--- config.mk ---
export PLATFORM = sky130hd
export DESIGN_NAME = tkbvt_viol_stage
export DESIGN_NICKNAME = d
export VERILOG_FILES = /design/src/rtl/core/assert_macros.svh /design/src/rtl/core/tkbvt_pkg.sv /design/src/rtl/core/tkbvt_viol_stage.sv
export SDC_FILE = /design/constraint.sdc
export NUM_CORES = 1
export LEC_CHECK = 0
export BUFFER_PORTS_ARGS = -buffer_cell sky130_fd_sc_hd__buf_2
export CORE_MARGIN = 3
export CORE_UTILIZATION = 54
export DETAILED_ROUTE_END_ITERATION = 16
export PLACE_DENSITY = 0.82
export SLEW_MARGIN = 20
export SYNTH_ARGS = -nofsm -noshare
export SYNTH_HDL_FRONTEND = slang
export SYNTH_SLANG_ARGS = --single-unit
export TNS_END_PERCENT = 50
--- constraint.sdc ---
create_clock -name clk -period 0.8 [get_ports clk]
set_clock_uncertainty 0.2 [all_clocks]
set_input_delay 0 -clock clk [delete_from_list [all_inputs] [get_ports clk]]
set_output_delay 0 -clock clk [all_outputs]
set_load 0.01 [all_outputs]
--- src/rtl/core/assert_macros.svh ---
// ----------------------------------------------------------------------------
// Assertion macros
// Shared helpers for the concurrent checks in the tracker RTL. Every macro
// expects a clock named clk and an active-low reset named arst_n in scope.
// ----------------------------------------------------------------------------
`ifndef ASSERT_MACROS_SVH
`define ASSERT_MACROS_SVH

// Same-cycle implication, checked outside reset.
`define TKBVT_ASSERT_NOW(label, ante, cons) \
	label: assert property (@(posedge clk) disable iff (!arst_n) (ante) |-> (cons)) \
		else $error("tracker check failed");

// Next-cycle implication, checked outside reset.
`define TKBVT_ASSERT_NEXT(label, ante, cons) \
	label: assert property (@(posedge clk) disable iff (!arst_n) (ante) |=> (cons)) \
		else $error("tracker check failed");

`endif

--- src/rtl/core/tkbvt_pkg.sv ---
// ----------------------------------------------------------------------------
// Top-K bound violation tracker package
// Field widths, operation codes and the payload types shared by the tracker
// modules.
// ----------------------------------------------------------------------------
package tkbvt_pkg;

	localparam int INDEX_W = 24;
	localparam int VALUE_W = 32;
	localparam int RANK_W  = 4;
	localparam int LIMIT_W = 5;

	localparam logic [LIMIT_W-1:0] LIMIT_RESET = 5'd10;

	// Operation carried by each request.
	typedef enum logic [1:0] {
		OP_OFFER = 2'd0,
		OP_READ  = 2'd1,
		OP_CLEAR = 2'd2,
		OP_NONE  = 2'd3
	} op_t;

	// Read-out sequencer states.
	typedef enum logic {
		ST_IDLE = 1'b0,
		ST_READ = 1'b1
	} state_t;

	// One incoming request.
	typedef struct packed {
		op_t                        operation;
		logic [INDEX_W-1:0]         item_index;
		logic signed [VALUE_W-1:0]  item_value;
		logic signed [VALUE_W-1:0]  bound_low;
		logic signed [VALUE_W-1:0]  bound_high;
		logic                       low_present;
		logic                       high_present;
	} item_t;

	// One outgoing result.
	typedef struct packed {
		logic [RANK_W-1:0]          rank;
		logic [INDEX_W-1:0]         entry_number;
		logic [VALUE_W-1:0]         violation_amount;
		logic signed [VALUE_W-1:0]  entry_value;
		logic signed [VALUE_W-1:0]  entry_low;
		logic signed [VALUE_W-1:0]  entry_high;
		logic                       entry_low_present;
		logic                       entry_high_present;
		logic                       last_of_run;
		logic                       list_empty;
	} result_t;

	// Contents of one list slot.
	typedef struct packed {
		logic [INDEX_W-1:0]         number;
		logic [VALUE_W-1:0]         violation;
		logic signed [VALUE_W-1:0]  value;
		logic signed [VALUE_W-1:0]  low;
		logic signed [VALUE_W-1:0]  high;
		logic                       low_present;
		logic                       high_present;
	} slot_t;

	// Per-cell control from the list controller.
	typedef struct packed {
		logic insert;
		logic occupied;
	} cell_ctl_t;

endpackage

--- src/rtl/core/tkbvt_viol_stage.sv ---
// ----------------------------------------------------------------------------
// Violation stage
// Registers each accepted request and computes its bound violation,
// max(0, low - value, value - high), with absent bounds left out.
// ----------------------------------------------------------------------------
module tkbvt_viol_stage (
	input  logic                clk,
	input  logic                arst_n,
	input  logic                take,
	input  tkbvt_pkg::item_t    item,
	output logic                valid_s1,
	output tkbvt_pkg::op_t      op_s1,
	output tkbvt_pkg::slot_t    entry_s1,
	output logic                hit_s1
);

	localparam int WIDE_W = tkbvt_pkg::VALUE_W + 1;

	logic signed [WIDE_W-1:0] val_w;
	logic signed [WIDE_W-1:0] low_diff;
	logic signed [WIDE_W-1:0] high_diff;
	logic signed [WIDE_W-1:0] viol;
	tkbvt_pkg::slot_t         entry_d;

	// Differences in one extra bit so that they cannot overflow.
	always_comb begin
		val_w     = WIDE_W'(item.item_value);
		low_diff  = WIDE_W'(item.bound_low) - val_w;
		high_diff = val_w - WIDE_W'(item.bound_high);
		viol      = '0;
		if (item.low_present && (low_diff > viol)) begin
			viol = low_diff;
		end
		if (item.high_present && (high_diff > viol)) begin
			viol = high_diff;
		end
	end

	// Slot image of the request.
	always_comb begin
		entry_d.number       = item.item_index;
		entry_d.violation    = viol[tkbvt_pkg::VALUE_W-1:0];
		entry_d.value        = item.item_value;
		entry_d.low          = item.bound_low;
		entry_d.high         = item.bound_high;
		entry_d.low_present  = item.low_present;
		entry_d.high_present = item.high_present;
	end

	// Stage valid; every stage-one request is consumed in its cycle.
	always_ff @(posedge clk or negedge arst_n) begin
		if (!arst_n) begin
			valid_s1 <= 1'b0;
		end else begin
			valid_s1 <= take;
		end
	end

	// Stage payload.
	always_ff @(posedge clk) begin
		if (take) begin
			op_s1    <= item.operation;
			entry_s1 <= entry_d;
			hit_s1   <= (viol != '0);
		end
	end

endmodule

==> results.py, run 1 <==
metrics = {
    "logic_synthesis": {
        "syn_nets": 1240,
        "synth_xor_area_share_pct": 3.55,
        "synth_top_family_by_area": "compound AO/OA/AOI/OAI gates",
        "ys_top_cells_by_area": "edfxtp_1, ha_1, nand2_1",
        "synth-edff-count": 157,
        "synth_ff_type": "edfxtp_1",
        "synthSimpleGateAreaFrac_pct": 15.3,
        "yosys-top-cells-count": "edfxtp_1, nand2_1, ha_1, inv_1, a21oi_1",
        "netlist.area_leader.share_pct": 45.5,
        "synth-adder-area-share_pct": 12.1,
        "synth-compound-area-share_pct": 17.6,
        "yosys.area.top_type": "edfxtp_1",
        "synthArstFlopShare_pct": 0.633,
        "seq_area_frac_synth_pct": 45.8,
        "synth.most_common_cell": "edfxtp_1",
        "synth_area_um2": 10400,
        "synth-seq-cells": 158,
        "synth.avg_cell_area_um2": 10.2,
        "yosysWarnings": 0,
        "synth.area.mux_share_pct": 1.20,
        "yosysUniqueCellTypes": 74,
        "synth_cells": 1014,
    },
    "clock_network": {
        "htree_levels": 4,
        "clock_sinks": 158,
        "cts_max_path_buffers": 2,
        "cts_root_buf": "clkbuf_16",
        "cts_made_buffers": 17,
    },
    "global_route": {
        "grt_max_degree": 35,
        "grt_overflow_total": 30,
        "grtUsageTotal_pct": 72.4,
    },
    "floorplanning": {
        "initial_core_util_pct": 55.2,
        "die-width_um": 145,
        "ios": 285,
        "fp-row-count": 50,
        "dieHeight_um": 145,
    },
    "sta": {
        "grt_repair_worst_endpoint": "hit_s1$_DFFE_PP_/D",
        "worst-ep-kind": "register input",
    },
    "run_status": {
        "error": "[ERROR GRT-0232] Routing congestion too high. Check the congestion heatmap in the GUI.",
        "status": "did not finish",
        "stop_stage": "5_1_grt",
    },
    "place": {
        "io_buffers": 284,
        "gp_congestion": 0.971,
        "hpwl_um": 27300,
    },
}
cell families after synthesis:
family	Yosys count
flops	158
xor+xnor	42
compound gates	268
fa+ha+maj	99
simple gates	312
buf+inv	122
other cells	1
mux	12
metal layers:
metal	global-route usage, %	GRT overflow
met1	69.9	0
met2	91.1	13
met3	56.9	0
met4	73.5	17
met5	21.8	0
through the flow:
| stage | util [%] | instances | setup WS [ns] | area (um2) | hold slack, ns |
|---|---|---|---|---|---|
| 3_3_place_gp | 78.3 | 1841 | -4.37 | 14700 | -0.426 |
| 2_1_floorplan | - | 1014 | -3.82 | 10600 | -0.496 |
| 3_5_place_dp | 78.3 | 1841 | -4.49 | 14700 | -0.424 |
| 4_1_cts | 92.5 | 2030 | -3.64 | 17400 | -0.445 |
timing repair:
item | CTS
gates resized for setup | 129
setup endpoints to repair | 191
hold endpoints to repair | 284
hold buffers | 114
cloned | 7
pin swaps | 57
buffers inserted | 38
==> run 2, diff against run 1 <==
--- a/config.mk
+++ b/config.mk
@@ -7,9 +7,9 @@
 export LEC_CHECK = 0
 export BUFFER_PORTS_ARGS = -buffer_cell sky130_fd_sc_hd__buf_2
 export CORE_MARGIN = 3
-export CORE_UTILIZATION = 54
+export CORE_UTILIZATION = 40
 export DETAILED_ROUTE_END_ITERATION = 16
-export PLACE_DENSITY = 0.82
+export PLACE_DENSITY_LB_ADDON = 0.15
 export SLEW_MARGIN = 20
 export SYNTH_ARGS = -nofsm -noshare
 export SYNTH_HDL_FRONTEND = slang
==> results.py, run 2 <==
metrics = {
    "layout": {
        "utilization_pct": 75.2,
        "top_regs": "entry_s1: 154 flops, op_s1: 2 flops",
        "mostFrequentLayoutCells": "buf_4, buf_2, edfxtp_1",
        "final_common_cell": "buf_4",
        "drive_gt1_share_pct": 53.3,
        "final_cells": 2158,
        "diodes": 0,
        "area_growth_pct": 84.0,
        "fin_nets": 2041,
        "largest_register": "entry_s1",
        "largest_register_ffs": 154,
    },
    "clock_network": {
        "clkTransAtPathRegs_ns": 0.07,
        "cts_root_buf": "clkbuf_16",
        "cts_made_buffers": 17,
        "htree_levels": 4,
        "cts_max_path_buffers": 2,
        "cts_tree": "yes",
        "clock_sinks": 158,
        "hold_buffers": 122,
    },
    "setup_path": {
        "critPathMaxFanout": 5,
        "path_class": "in2reg",
        "arrival_ns": 4.39,
        "slowest_stage": "a211oi_4",
        "end_kind": "flip-flop",
        "critical_path_required_ns": 0.76,
        "crit_path_start_kind": "input port",
        "max_stage_delay_ns": 0.35,
        "worstPathCellList": "buf_8 -> ha_4 -> fa_2 -> nand2b_4 -> a211oi_4 -> o21ai_2 -> a21oi_2 -> o211ai_1 -> buf_4 -> nand2_8 -> buf_12 -> nand2b_1 -> ha_1 -> a211oi_2 -> nor2_1 -> o31ai_2 -> a31oi_2 -> buf_4 -> o21ai_4 -> mux2i_2 -> nand4_1 -> nor4b_2 -> nand4_1",
    },
    "min_path": {
        "holdCritStartpoint": "item[2]",
        "hold_path_end": "entry_s1[2]",
        "worstHoldPathCells": 1,
        "worstHoldPathType": "in2reg",
    },
    "floorplanning": {
        "initial_core_util_pct": 40.9,
        "design.core.area_um2": 25300,
        "die-area_um2": 27900,
        "fp-row-count": 58,
        "die-width_um": 167,
        "dieHeight_um": 167,
        "ios": 285,
    },
    "sta": {
        "maxSlewViolCount": 0,
        "fmaxAchievable_mhz": 226,
        "setup_viol": 192,
        "hold_viol_final": 172,
        "rsz0062_at_grt": "true",
        "whs_ns": -0.448,
        "setup_tns_ns": -158.85,
        "relSlewSlack_pct": 42.9,
        "fin_ws_ns": -3.62,
        "finalCritPeriodShare_pct": 553,
        "worst_pin_slew_ns": 0.835,
        "fin_crit_ns": 4.42,
    },
    "logic_synthesis": {
        "synth.area.mux_share_pct": 1.20,
        "synthSimpleGateAreaFrac_pct": 15.3,
        "yosysUniqueCellTypes": 74,
        "synth-seq-cells": 158,
        "synth_area_um2": 10400,
        "ys_top_cells_by_area": "edfxtp_1, ha_1, nand2_1",
        "synth.most_common_cell": "edfxtp_1",
        "seq_area_frac_synth_pct": 45.8,
        "netlist.area_leader.share_pct": 45.5,
        "synth.avg_cell_area_um2": 10.2,
        "yosysWarnings": 0,
        "synth-edff-count": 157,
        "synth_ff_type": "edfxtp_1",
        "synth_cells": 1014,
        "synth_xor_area_share_pct": 3.55,
        "synthArstFlopShare_pct": 0.633,
        "yosys.area.top_type": "edfxtp_1",
        "yosys-top-cells-count": "edfxtp_1, nand2_1, ha_1, inv_1, a21oi_1",
        "synth-adder-area-share_pct": 12.1,
        "syn_nets": 1240,
        "synth-compound-area-share_pct": 17.6,
        "synth_top_family_by_area": "compound AO/OA/AOI/OAI gates",
    },
    "place": {
        "io_buffers": 284,
        "gp_congestion": 0.914,
        "hpwl_um": 27400,
        "dp.cells": 1946,
    },
    "global_route": {
        "grt_pass1_wl_um": 56000,
        "grt_max_degree": 31,
        "grtUsageTotal_pct": 25.1,
        "antenna_found_initial": 3,
        "grt_pass1_vias": 11000,
        "grt_overflow_total": 0,
    },
    "routing": {
        "viasPerCell": 5.13,
        "drcViolationCount": 0,
        "drtIter0Drc": 579,
        "ant_nets": 0,
        "drtPass1Iterations": 5,
        "routed_wl_um": 38400,
        "vias": 11100,
        "wl_per_cell_um": 17.8,
    },
    "pwr": {
        "irDropWorstVdd_mv": 1.16,
        "power_density_nw_per_um2": 1790,
        "p_leak_uw": 0.00860,
    },
    "run": {
        "maxCapViolCount": 0,
    },
    "run_status": {
        "violations": "negative hold slack, negative setup slack",
        "status": "finished with violations",
    },
}
==> run 2: cell counts after synthesis <==
No cell type changed its count.
==> run 2: repair_timing <==
action                     CTS  global route
pin swaps                   83            83
gates resized for setup    165           218
setup buffers               28            35
setup endpoints to repair  191           200
hold endpoints to repair   284           172
cloned                       3             3
==> run 2: worst max-delay path by stage <==
stage | startpoint | end | cells after the start
after floorplan | item[34] | hit_s1 | 22
after global placement | item[67] | hit_s1 | 21
after detailed placement | item[67] | hit_s1 | 20
after CTS | item[66] | hit_s1 | 23
after global routing | item[75] | hit_s1 | 24
final | item[66] | hit_s1 | 23
==> run 2: metrics by stage <==
step                total power (uW)  setup WS [ns]  cell area, um2
floorplan                      15900          -3.82           10600
global route                   35800          -3.85           19100
CTS                            32000          -3.54           17700
global placement               21400          -4.46           14900
finish                         34200          -3.62           19100
detailed placement             21500          -4.58           14900
==> run 2: report_power, final <==
part	total (uW)	switching (uW)	leakage, uW	internal (uW)
Combinational	15400	7500	0.00676	7880
Sequential	10300	199	0.00154	10100
Clock	8540	4030	0.000297	4510
==> run 2: cell type report <==
cell class                 count  area [um2]
tap                          330         413
inverter                      91         357
fill                        1787        6270
sequential                   158        4740
clock buffer                  17         425
timing repair buffer         813        6130
clock inverter                15         186
multi-input combinational    734        6800
==> run 2: cells by family (layout without fill, tap and decap cells) <==
family / after synthesis / in the layout
AO/OA/AOI/OAI: 268 / 268
XOR/XNOR: 42 / 42
adder cells (fa/ha/maj): 99 / 99
buffers and inverters: 122 / 936
flip-flops: 158 / 158
multiplexers: 12 / 12
other: 1 / 1
AND/OR/NAND/NOR: 312 / 312
==> run 2: per-layer routing <==
layer	vias up	track usage [%]	part of all wire [%]
met2	335	42.9	50
met1	5305	33.0	43
li1	5394	-	-
met5	-	0	0.088
met3	37	5.36	6.2
met4	6	5.13	1.2
==> run 2: critical path, delay by kind of cell <==
family / cells / cell delay [ns]
and+or+nand+nor: 7 / 1.06
AOI/OAI and AO/OA: 8 / 1.58
buffers and inverters: 4 / 0.60
adders and majority gates: 3 / 0.84
muxes: 1 / 0.26
Power figures use the tool's default switching activity.
