==> src/rtl/core/assert_macros.svh <==
// ----------------------------------------------------------------------------
// Assertion macros
// Shared helpers for the concurrent checks in the tracker RTL. Every macro
// expects a clock named clk and an active-low reset named arst_n in scope.
// ----------------------------------------------------------------------------
`ifndef ASSERT_MACROS_SVH
`define ASSERT_MACROS_SVH

// Same-cycle implication, checked outside reset.
`define TKBVT_ASSERT_NOW(label, ante, cons) \
	label: assert property (@(posedge clk) disable iff (!arst_n) (ante) |-> (cons)) \
		else $error("tracker check failed");

// Next-cycle implication, checked outside reset.
`define TKBVT_ASSERT_NEXT(label, ante, cons) \
	label: assert property (@(posedge clk) disable iff (!arst_n) (ante) |=> (cons)) \
		else $error("tracker check failed");

`endif

==> src/rtl/core/tkbvt_pkg.sv <==
// ----------------------------------------------------------------------------
// Top-K bound violation tracker package
// Field widths, operation codes and the payload types shared by the tracker
// modules.
// ----------------------------------------------------------------------------
package tkbvt_pkg;

	localparam int INDEX_W = 24;
	localparam int VALUE_W = 32;
	localparam int RANK_W  = 4;
	localparam int LIMIT_W = 5;

	localparam logic [LIMIT_W-1:0] LIMIT_RESET = 5'd10;

	// Operation carried by each request.
	typedef enum logic [1:0] {
		OP_OFFER = 2'd0,
		OP_READ  = 2'd1,
		OP_CLEAR = 2'd2,
		OP_NONE  = 2'd3
	} op_t;

	// Read-out sequencer states.
	typedef enum logic {
		ST_IDLE = 1'b0,
		ST_READ = 1'b1
	} state_t;

	// One incoming request.
	typedef struct packed {
		op_t                        operation;
		logic [INDEX_W-1:0]         item_index;
		logic signed [VALUE_W-1:0]  item_value;
		logic signed [VALUE_W-1:0]  bound_low;
		logic signed [VALUE_W-1:0]  bound_high;
		logic                       low_present;
		logic                       high_present;
	} item_t;

	// One outgoing result.
	typedef struct packed {
		logic [RANK_W-1:0]          rank;
		logic [INDEX_W-1:0]         entry_number;
		logic [VALUE_W-1:0]         violation_amount;
		logic signed [VALUE_W-1:0]  entry_value;
		logic signed [VALUE_W-1:0]  entry_low;
		logic signed [VALUE_W-1:0]  entry_high;
		logic                       entry_low_present;
		logic                       entry_high_present;
		logic                       last_of_run;
		logic                       list_empty;
	} result_t;

	// Contents of one list slot.
	typedef struct packed {
		logic [INDEX_W-1:0]         number;
		logic [VALUE_W-1:0]         violation;
		logic signed [VALUE_W-1:0]  value;
		logic signed [VALUE_W-1:0]  low;
		logic signed [VALUE_W-1:0]  high;
		logic                       low_present;
		logic                       high_present;
	} slot_t;

	// Per-cell control from the list controller.
	typedef struct packed {
		logic insert;
		logic occupied;
	} cell_ctl_t;

endpackage

==> src/rtl/core/tkbvt_cell.sv <==
// ----------------------------------------------------------------------------
// List cell
// Holds one slot of the sorted list. On an insertion a cell that ranks below
// the new entry either takes the new entry or the slot of its left neighbor.
// ----------------------------------------------------------------------------
module tkbvt_cell (
	input  logic                  clk,
	input  tkbvt_pkg::cell_ctl_t  ctl,
	input  tkbvt_pkg::slot_t      new_entry,
	input  tkbvt_pkg::slot_t      left_slot,
	input  logic                  left_ahead,
	output logic                  ahead,
	output tkbvt_pkg::slot_t      slot
);

	tkbvt_pkg::slot_t slot_q;

	// The new entry goes ahead of this slot when the slot is empty, its
	// violation is smaller, or the violations tie and the new index is lower.
	always_comb begin
		ahead = !ctl.occupied
			|| (new_entry.violation > slot_q.violation)
			|| ((new_entry.violation == slot_q.violation)
				&& (new_entry.number < slot_q.number));
	end

	// Shift right from the neighbor, or load the new entry at the insert point.
	always_ff @(posedge clk) begin
		if (ctl.insert && ahead) begin
			slot_q <= left_ahead ? left_slot : new_entry;
		end
	end

	assign slot = slot_q;

endmodule

==> config.mk <==
export PLATFORM = sky130hd
export DESIGN_NAME = tkbvt_cell
export DESIGN_NICKNAME = d
export VERILOG_FILES = /design/src/rtl/core/assert_macros.svh /design/src/rtl/core/tkbvt_pkg.sv /design/src/rtl/core/tkbvt_cell.sv
export SDC_FILE = /design/constraint.sdc
export NUM_CORES = 1
export LEC_CHECK = 0
export ABC_CLOCK_PERIOD_IN_PS = 8100
export BUFFER_PORTS_ARGS = -buffer_cell sky130_fd_sc_hd__buf_4
export CORE_AREA = 5 5 181 183
export DETAILED_ROUTE_END_ITERATION = 6
export DIE_AREA = 0 0 186 188
export SETUP_SLACK_MARGIN = 0.3
export SLEW_MARGIN = 20
export SYNTH_ARGS = -nofsm -noshare
export SYNTH_HDL_FRONTEND = slang
export SYNTH_SLANG_ARGS = --single-unit
==> constraint.sdc <==
create_clock -name clk -period 8.1 [get_ports clk]
set_input_delay 0.405 -clock clk [delete_from_list [all_inputs] [get_ports clk]]
set_output_delay 0.405 -clock clk [all_outputs]
set_load 0.02 [all_outputs]
==> run summary, run 1 <==
The number of remaining DRC errors came out at 0. The area occupied by registers came out at 0.004624 mm2. TritonCTS built the clock tree. The number of fillers in the final layout came out at between 3,000 and 4,000. After synthesis the cells add up to roughly 0.0078 mm2. The TritonCTS buffer count came out at 17. The clock network fraction of design power is 0.336. The count of maximum capacitance violations is 0. The routed layout has approximately 6,000 vias. The number of max-slew violations in the final report came out at 0. Yosys instantiated no cell more often than edfxtp_1. The gate count after technology mapping is approximately 530. The family with the most delay on the worst path is simple AND/OR/NAND/NOR gates. The overall overflow remaining after global route came out at 0. The critical-path maximum fanout is 76. The Yosys step of the flow raised 0 warnings. The kind of launch point of the worst setup path is a register. The worst pin sits at a relative slew slack of 0.3308. The die outline width came out at roughly 190 um. The count of nets left with antenna violations once routing finished came out at 0. The total power after layout is 2226 uW. The shortest clock period the worst path allows after layout came out at roughly 3500 ps. Summed over all nets, the half-perimeter wirelength after detailed placement is 21.82 mm. At the worst endpoint, the arrival time is 3510 ps. Walking the worst path, the cells encountered are inv_1, ha_1, nand4_2, or4_4, o31ai_1, o21ai_0, a21oi_1, o21a_4, buf_4.

The via count of the first global-routing pass is ~6,500. The average wire per cell in the routed design is 18.78 um. The clock slew at the register clock pins of the worst setup and hold paths is 70 ps. For the pin with the worst max-slew slack, the measured transition is between 1000 and 1500 ps. The floorplan die height came out at 188 um. The total wire length came out at about 27 mm. In this run the worst hold path is classified as in2reg. A synthesized cell averages 14.81 um2. Setup repair after global routing left no endpoint under its margin. The number of synthesized register bits is about 150. The clock sink count came out at between 150 and 200. Internal power comes to between 1500 and 2000 uW.

The worst clock skew came out at between 10 and 15 ps. The first TritonRoute pass finished after 5 iterations. By count the netlist is led by 154 x edfxtp_1, 153 x mux2_2, 58 x inv_1. edfxtp_1 takes more of the synthesized area than any other cell. The logic depth of the worst register-to-register path came out at 9.

In this run the critical register-to-register path is launched from slot[129]$_DFFE_PP_. After detailed routing, the number of vias per cell comes to about 4.2. The share of layout cells above drive strength 1 came out at 0.6502.

The worst hold path passes through 2 cells. The maximum clock rate came out at around 290 MHz. The critical path is of the reg2reg type. Hold repair after CTS inserted 0 buffers. The final hold violation count came out at 0. The net switching fraction of the power is 0.2752.

For this configuration, the core starts out at a cell density of 0.2521. The portion of total power attributed to sequential cells came out at 0.441. The slowest stage of the critical path belongs to the cell buf_4.

The setup fix buffers added after clock tree synthesis is 0. The placeable core region is slightly above 0.03 mm2. Counting flops with an async set or reset pin after synthesis yields a share of 0. The top-area cell type share of the netlist area is 0.5904. Summed over all failing endpoints, the final setup total negative slack is 0 ps. The I/O pin count came out at between 400 and 500. The number of nets in the layout is about 1,400. The global-route wire length before repair is between 30 and 40 mm. The required time reported for the critical path endpoint came out at between 8000 and 9000 ps. The area of combinational cells with multiple inputs came out at between 0.002 and 0.003 mm2. In this run the critical register-to-register path is captured at slot[75]$_DFFE_PP_. The endpoint of the worst hold path is slot[71]$_DFFE_PP_. The sequential cell area fraction in the yosys report came out at 0.5904.

The power density relative to cell area is between 150 and 200 mW/mm2. The total global routing track utilization came out at 0.1448. The number of failing setup endpoints in the final timing report came out at 0.

The number of nets handed over by synthesis was between 800 and 900. The leakage dissipation came out at between 0.005 and 0.006 uW. The register-to-register path setup slack came out at between 4000 and 5000 ps. In this run, distinct cell masters in the synthesized netlist total 30.

The worst setup path is captured at a register. The number of levels in the clock H-tree came out at 4. The largest net degree at the start of global routing is between 80 and 90.

The count of flip-flops with a built-in enable after synthesis is 154. The total of buffers placed on input and output ports is 466. The buffering stage count on the worst path with inverters included came out at 2. The final estimated routing congestion in global placement is approximately 0.80. The die footprint came out at about 0.035 mm2. At the later pin of the worst-skew pair, clock insertion delay measures around 420 ps. The initial antenna violation count came to 1. By area the synthesized netlist is led by edfxtp_1 59%, mux2_2 22%, ha_1 8.8%. The DRC violation total after the first TritonRoute iteration came out at roughly 190.

The clock tree buffer depth came out at 2. The flow ran to the end, and the final reports show no timing, DRC or antenna violations. The most used flip-flop cell after synthesis is edfxtp_1. The power dissipated by switching net loads is 612.6 uW. The number of flip-flops in the largest register came out at 154. Compared with the post-synthesis result, the final layout area differs by 57.62%. The number of rows created at floorplan is 65. The root cell of the clock tree is clkbuf_16.

The combinational group share of total power is 0.222. On the worst path, the slowest cell contributes a delay of between 700 and 800 ps. The part of the cycle the worst path needs is 0.4294. The origin of the worst min-delay path is left_slot[71]. The number of gates given a new drive strength after cts came out at 0. The worst ir drop on vdd is 0.0001104 V.
layout by cell type, fill, tap and decap left out, types with 5 or more instances in the layout:
cell type,n
o21ai_0,12
inv_1,58
ha_1,55
clkbuf_16,17
mux2_2,153
inv_6,6
a21oi_1,26
buf_4,468
nor2_1,5
edfxtp_1,154
nand2_1,14
nand4_1,9
kinds of logic after synthesis:
family	count (synthesis)	share of synthesized area
DFF	154	0.5904
muxes	153	0.2200
buffers and inverters	75	0.03594
adders and majority gates	55	0.08786
AOI/OAI and AO/OA	51	0.03770
and+or+nand+nor	41	0.02811
layout make-up:
type / count / share of cell area
flip-flops and latches: 154 / 0.3746
repair buffers: 469 / 0.2855
multi-input cells: 300 / 0.2377
well taps: 402 / 0.04074
clock buffers: 17 / 0.03446
inverters: 58 / 0.01763
clock inverters: 14 / 0.009223
diodes: 1 / 0.0002027
worst max-delay path by stage:
stage                                   start                  to  slack (ps)  depth (start not counted)
final                     slot[129]$_DFFE_PP_  slot[75]$_DFFE_PP_        4620                          9
after global routing      slot[129]$_DFFE_PP_  slot[81]$_DFFE_PP_        4400                          9
after CTS                 slot[129]$_DFFE_PP_  slot[46]$_DFFE_PP_        4560                          9
after detailed placement       new_entry[129]  slot[57]$_DFFE_PP_        4440                          9
after global placement         new_entry[129]  slot[51]$_DFFE_PP_        4430                          9
after floorplan           slot[129]$_DFFE_PP_   slot[0]$_DFFE_PP_        2150                          8
stage by stage:
| stage | cell area [um2] | hold WS (ps) | setup WS (ps) | cells | util |
|---|---|---|---|---|---|
| 2_1_floorplan | 7833 | 596.2 | 2148 | 529 | - |
| 3_3_place_gp | 11800 | 707.4 | 4428 | 1383 | 0.3799 |
| 3_5_place_dp | 11800 | 710.6 | 4440 | 1383 | 0.3799 |
| 4_1_cts | 12340 | 253.0 | 4557 | 1414 | 0.3973 |
| 5_1_grt | 12350 | 253.1 | 4405 | 1415 | 0.3974 |
| 6_report | 12350 | 285.4 | 4621 | 1415 | 0.3974 |
layer usage:
layer	vias up	routed length [um]	track usage
met5	-	0	0
met4	0	392	0.03840
met3	13	2116	0.04617
met2	263	13950	0.2615
met1	2786	10110	0.1634
li1	2943	-	-
power groups by stage:
stage	registers, uW	clock network, uW	logic [uW]
finish	983	749	495
global route	989	815	536
CTS	983	776	508
detailed placement	1000	0	505
floorplan	1080	0	154
global placement	999	0	504
No activity file was read; power rests on OpenSTA's default activity.
==> run 2: changes to the inputs <==
- ABC_CLOCK_PERIOD_IN_PS: 8100 -> 3000
- CORE_AREA: 5 5 181 183 -> 5 5 179 181
- DIE_AREA: 0 0 186 188 -> 0 0 184 186
- clock period: 8.1 -> 3 ns (I/O delays scaled with it)
==> run 2 against run 1 <==
Against the previous run: clock power grew to 2.9 times the previous value; critical endpoint is now ahead; register-to-register slack worse by 4500 ps; wire length increased by 8.4%; non-clock buffer count is 33 higher; count of clock-buffer cells in the layout stayed put; final cell count is 2.0% higher; worst hold slack worse by 250 ps; largest power group unchanged; die area fell by 2.1%; first-iteration DRC count increased by 11%; power grew to 2.8 times the previous value.
==> run summary, run 2 (same netlist as run 1, synthesis figures left out) <==
Compared with the post-synthesis result, the final layout area differs by 65.72%. The count of maximum capacitance violations is 0. The data arrival time of the critical path came out at about 2800 ps. The register-to-register path setup slack came out at roughly 170 ps. The die footprint is between 0.03 and 0.04 mm2.

The share of layout cells above drive strength 1 is 0.6769. The initial antenna violation count came out at 1. The total global routing track utilization came out at 0.1556. The worst flop-to-flop path endpoint is slot[123]$_DFFE_PP_.

In this run, the number of DRC markers left after iteration 0 of detailed routing was about 210. The critical path goes through inv_1, ha_4, nand4_1, or4_4, nor2_4, nor2_1, a211o_1, or2_4, buf_6. The power density relative to cell area came out at just under 500 mW/mm2. The worst clock skew came out at between 10 and 15 ps.

TritonCTS built the clock tree. The number of cells in the design after placement came out at 1,391. The run finished with clean final reports.

The cell family contributing the most delay on the critical path is simple AND/OR/NAND/NOR gates. The most common cell after layout, fill and taps aside is buf_4. The number of hold-repair buffers added at the cts stage came out at 0.

The floorplan die height is between 150 and 200 um. The clock sink count came out at roughly 150. In this run the number of cells on the critical path is 9. The number of nets in the layout is approximately 1,400. After detailed routing, the number of vias per cell comes to approximately 4.3. The analysis attributes to cell leakage a power of about 0.0058 uW. The kind of launch point of the worst setup path is a register. The via count of the first global-routing pass was approximately 6,500. The clock slew at the register clock pins of the worst setup and hold paths came out at about 80 ps. The later-pin clock latency in the skew report is approximately 420 ps. The total wire length came out at between 20 and 30 mm.

The number of non-filler instances in the completed layout came out at between 1,000 and 1,500. With fillers left out, the area of the finished cells amounts to 0.01298 mm2. The worst ir drop on vdd is slightly above 0.0003 V. The sum of negative setup slack is 0 ps.

The placed instances occupy a cell area of around 0.012 mm2. The number of flip-flops in the largest register is roughly 150. The number of max-slew violations in the final report was 0. By startpoint and endpoint, the worst setup path is classified as reg2out. The number of rows created at floorplan came out at between 60 and 70.

At the pin with the least slew margin, the transition time is between 600 and 700 ps. In the post-route analysis, the smallest setup slack over all paths is around 67 ps. The detailed router placed just over 6,000 vias in this run. The clock tree buffer depth came out at 2. The number of failing setup endpoints in the final timing report is 0. The die outline width is 184 um. The number of fillers in the final layout is approximately 2,900. STA classifies the critical path endpoint as a primary output. The critical-path maximum fanout came out at 3.

The I/O pin count is approximately 470. The delay of the slowest cell on the worst path is 580 ps. The most critical setup path has its endpoint at ahead. The largest net degree at the start of global routing came out at 60.

Setup repair after global routing could not meet its margin everywhere. The initial cell density of the core is 0.2588. The max-slew headroom at the worst pin is 0.5871. The min-delay analysis places its worst path in the category in2reg. The logic depth of the worst register-to-register path came out at 10. In this run the clock root is driven by a clkbuf_16. The overall overflow remaining after global route is 0. After detailed routing, the average wire length per cell comes to ~20 um.

The worst reg2reg path startpoint is slot[112]$_DFFE_PP_. The shortest clock period the worst path allows after layout came out at 2933 ps. The final hold violation count is 0.

For this run, design rule violations remaining after detail routing come to 0. Timing would allow up to roughly 340 MHz. In this run the tool buffered the top-level ports with 466 buffer cells. In the finished design, the share of the clock period the worst path needs comes to 0.9775. The library cells used most frequently in the layout, excluding fill and tap cells, are 483 x buf_4, 154 x edfxtp_1, 153 x mux2_2. The worst setup timing slack at the placement stage is about 28 ps. On the critical path, the stage with the largest delay is an instance of or4_4.

In this run the worst setup path begins at slot[112]$_DFFE_PP_. STA puts the critical path data required time at approximately 2900 ps. The first detailed-routing pass took 4 iterations. The placeable core region is slightly above 0.03 mm2.

The first global-routing pass estimated 39.65 mm of wire. The H-tree generated during clock tree synthesis spans 4 levels. Clock tree synthesis inserted a total of 17 buffers. The buffering stage count on the worst path with inverters included came out at 2. The number of nets with antenna violations after detailed routing is 0. Once layout is complete, the utilization of the core stands at 0.4288.

Detailed placement finished with a half-perimeter wire length of approximately 23 mm. The congestion estimate from routability-driven global placement came to between 0.7 and 0.8.
## run 2: changes by cell type in the layout (fill, tap and decap cells not counted), moves of 2 or more
cell	previous run	this run
inv_8	2	4
a21oi_2	0	2
ha_1	55	47
buf_6	1	4
ha_4	0	8
clkinvlp_4	2	0
buf_12	0	11
clkinv_2	3	0
inv_1	58	54
clkinv_8	0	2
a21oi_1	26	24
inv_2	0	4
buf_4	468	483
clkbuf_16	17	20
## run 2: cell type report
class | instances | area, um2 | area share
sequential | 154 | 4624 | 0.3563
timing repair buffer | 502 | 3994 | 0.3077
multi-input combinational | 300 | 3069 | 0.2365
tap | 396 | 495.5 | 0.03817
clock buffer | 17 | 425.4 | 0.03277
inverter | 58 | 217.7 | 0.01677
clock inverter | 15 | 151.4 | 0.01166
antenna | 1 | 2.502 | 0.0001928
## run 2: per-layer routing
layer | share of wire | track usage | wire length, um
met1 | 0.38 | 0.1827 | 11060
met2 | 0.53 | 0.2865 | 15160
met3 | 0.074 | 0.04299 | 2143
met4 | 0.015 | 0.02899 | 429
met5 | 0 | 0 | 0
## run 2: worst min path at each step
stage                     cells past startpoint             endpoint  slack, ps      startpoint
final                                         2   slot[12]$_DFFE_PP_         30   new_entry[12]
after global routing                          2   slot[12]$_DFFE_PP_          2   new_entry[12]
after CTS                                     2   slot[54]$_DFFE_PP_          8   new_entry[54]
after detailed placement                      2   slot[59]$_DFFE_PP_        460   left_slot[59]
after global placement                        2  slot[102]$_DFFE_PP_        450  left_slot[102]
after floorplan                               2   slot[98]$_DFFE_PP_        340   left_slot[98]
## run 2: where the power goes
| part | switching, uW | total, uW | leakage (uW) | internal, uW |
|---|---|---|---|---|
| sequential | 61.5 | 2650 | 0.00147 | 2590 |
| clock | 1030 | 2150 | 0.000285 | 1120 |
| combinational | 706 | 1500 | 0.00401 | 795 |
## run 2: metrics by stage
stage / hold WS [ps] / power, uW
after floorplan: 341.2 / 3326
after global placement: 452.8 / 4129
after detailed placement: 455.4 / 4141
after CTS: 7.897 / 6341
after global routing: 1.789 / 6610
final: 33.35 / 6302
## run 2: worst reg2reg max path: stages, from the launching register on
cell and delay (ps):
edfxtp_1 370, inv_1 70, ha_4 270, nand4_1 140
or4_4 580, o31ai_2 260, o21ai_1 110, a21oi_2 150
o21a_4 240, buf_12 170, buf_12 170
## run 2: repair_timing
item,4_1_cts,5_1_grt
endpoints found under the setup margin,155,155
gates resized for setup,11,8
cloned,0,3
pin swaps,10,0
setup buffers,6,10
==> run 3: changes to the inputs <==
- RECOVER_POWER: not set -> 50
==> run 3 against run 2 <==
Against the previous run: the flow now finishes with violations (capacitance limit, slew limit); critical path depth stayed put; sequential share of layout area is 1.7 points higher; first-iteration DRC count is 7.7% lower; final cell count stayed put; clock power hardly changed; largest power group unchanged.
==> run summary, run 3 (same netlist as run 1, synthesis figures left out) <==
The total power after layout came out at about 6200 uW. between 400 and 500 I/O pins were placed. The area overhead of the layout relative to synthesis came out at 58.21%. In this run, post-CTS hold repair placed 0 buffers. The delay of the slowest cell on the worst path is just under 600 ps. The critical-path maximum fanout came out at 3. From bottom edge to top edge, the die measures between 150 and 200 um.

The total overflow left after global routing is 0. The number of rows created at floorplan is 64. The total global routing track utilization is 0.1556. Setup repair after global routing could not meet its margin everywhere.

The data arrival time of the critical path came out at between 2000 and 3000 ps. The initial antenna violation count is 1. The instance area after placement is 0.01206 mm2. The count of maximum capacitance violations came out at 1. The worst-margin pin slew came out at 1612 ps. The cell area after layout came out at between 0.01 and 0.015 mm2. The shortest clock period the worst path allows after layout came out at 2920 ps.

The min-delay analysis places its worst path in the category in2reg. The final reports fail on capacitance limit, slew limit. The cell sitting at the root of the clock tree is a clkbuf_16. For this block, the initial DRC count from the detailed router was between 150 and 200. The number of failing setup endpoints in the final timing report is 0. Dividing the detail-routed wire length by the instance count gives approximately 20 um. In this run the power density over the cells is 498.3 mW/mm2.

The clock tree buffer depth is 2. The part of the cycle the worst path needs is 0.9733. The net count of the finished layout is around 1,400. On the critical path the largest part of the delay comes from simple AND/OR/NAND/NOR gates. The later-pin clock latency in the skew report is between 400 and 500 ps. The max-slew headroom at the worst pin is -0.07498. Counting both buffers and inverters, the worst setup path holds a total of 2. The initial cell density of the core came out at 0.2588. The first global-routing pass estimated 39.65 mm of wire.

The run finished, with violations left. The worst clock skew came out at 12.84 ps. The clock sink count is about 150. TritonCTS built the clock tree. The TritonCTS buffer count is 17. The library cell used most frequently in the layout, excluding fill and tap cells, is buf_4. Clock-pin slew was measured on the worst setup and hold paths at around 80 ps. The post-layout worst setup margin is approximately 80 ps.

The kind of end point of the critical path is a primary output. The number of levels in the clock H-tree came out at 4. At the end of routability-driven placement, the weighted congestion stood at about 0.8. The die outline width is about 180 um.

The leakage dissipation came out at 0.005217 uW. Using the TritonRoute via totals, the vias-per-cell ratio works out to 4.279. In this run the standard cell core region covers just over 0.03 mm2.

The largest net degree at the start of global routing came out at 60. The die footprint is 0.03422 mm2. The final hold violation count came to 0. The total wire length is 28.88 mm.

The worst setup timing slack at the placement stage came out at 28.37 ps. The required time reported for the critical path endpoint came out at roughly 2900 ps. The number of nets with antenna violations after detailed routing came out at 0. The kind of launch point of the worst setup path is a register. The top cell types in the final layout, fill and taps aside, are 336 x buf_4, 154 x edfxtp_1, 147 x clkbuf_1. Summing over every cut layer, the via total after detailed routing is between 6,000 and 7,000. Across the VDD grid, the largest voltage drop is between 0.0003 and 0.0004 V. The slowest library cell on the worst path is or4_4.

The number of iterations in the first detailed-routing pass came out at 4. Hold is met by 33.74 ps. The number of remaining DRC errors is 0.

The via count of the first global-routing pass is approximately 6,500. The number of max-slew violations in the final report came out at 60. The HPWL after detailed placement came out at 23.45 mm. The signal on the critical path passes through inv_1, ha_4, nand4_1, or4_4, nor2_4, nor2_1, a211o_1, or2_4, buf_6. Derived from the worst setup path, the maximum achievable clock frequency is roughly 340 MHz. The register with the most flip-flops in the layout has approximately 150 of them. In this run the tool buffered the top-level ports with 466 buffer cells. The critical path is of the reg2out type.

Of the cells placed in the final design, the portion with a size suffix greater than 1 is 0.5239.
run 3: changes by cell type in the layout (fill, tap and decap cells not counted):
cell      previous run  this run
buf_4              483       336
clkbuf_1             0       147
mux2_1               0        13
mux2_2             153       140
clkbuf_2             0         3
buf_12              11         9
buf_6                4         3
run 3: per-stage QoR:
| stage | cells | utilization | TNS (ps) |
|---|---|---|---|
| after floorplan | 529 | - | -84050 |
| after detailed placement | 1391 | 0.3986 | 0 |
| after global routing | 1443 | 0.4094 | -48.87 |
| final | 1443 | 0.4094 | 0 |
| after global placement | 1391 | 0.3986 | 0 |
| after CTS | 1429 | 0.4217 | 0 |
run 3: layout make-up:
type / count / area, um2
Multi-Input combinational cell: 300 / 3069
Clock inverter: 15 / 151.4
Antenna cell: 1 / 2.502
Timing Repair Buffer: 502 / 3406
Tap cell: 396 / 495.5
Inverter: 58 / 217.7
Sequential cell: 154 / 4624
Fill cell: 3028 / 17880
Clock buffer: 17 / 425.4
run 3: report_power, final:
group | switching, uW | total (uW) | internal [uW]
clock network | 1040 | 2150 | 1120
logic | 707 | 1380 | 669
registers | 58.4 | 2650 | 2590
run 3: worst paths after layout:
path / startpoint / to / slack (ps) / cells after the start
worst max register to register: slot[112]$_DFFE_PP_ / slot[123]$_DFFE_PP_ / 180 / 10
worst min-delay path: new_entry[12] / slot[12]$_DFFE_PP_ / 30 / 2
worst max-delay path: slot[112]$_DFFE_PP_ / ahead / 80 / 9
worst min register to register: slot[113]$_DFFE_PP_ / slot[91]$_DFFE_PP_ / 1400 / 6
run 3: worst reg2reg max path: stages (launching register included):
cell,delay [ps]
edfxtp_1,370
inv_1,70
ha_4,270
nand4_1,140
or4_4,580
o31ai_2,260
o21ai_1,110
a21oi_2,150
o21a_4,240
buf_12,170
buf_12,170
run 3: metal layers:
| layer | track usage | share of wire |
|---|---|---|
| met1 | 0.1827 | 0.39 |
| met2 | 0.2865 | 0.52 |
| met3 | 0.04299 | 0.073 |
| met4 | 0.02899 | 0.018 |
| met5 | 0 | 0 |
run 3: repair_timing:
action,CTS,global route
setup buffers,6,10
pin swaps,10,0
resized for setup,11,8
cloned,0,3
endpoints found under the setup margin,155,155
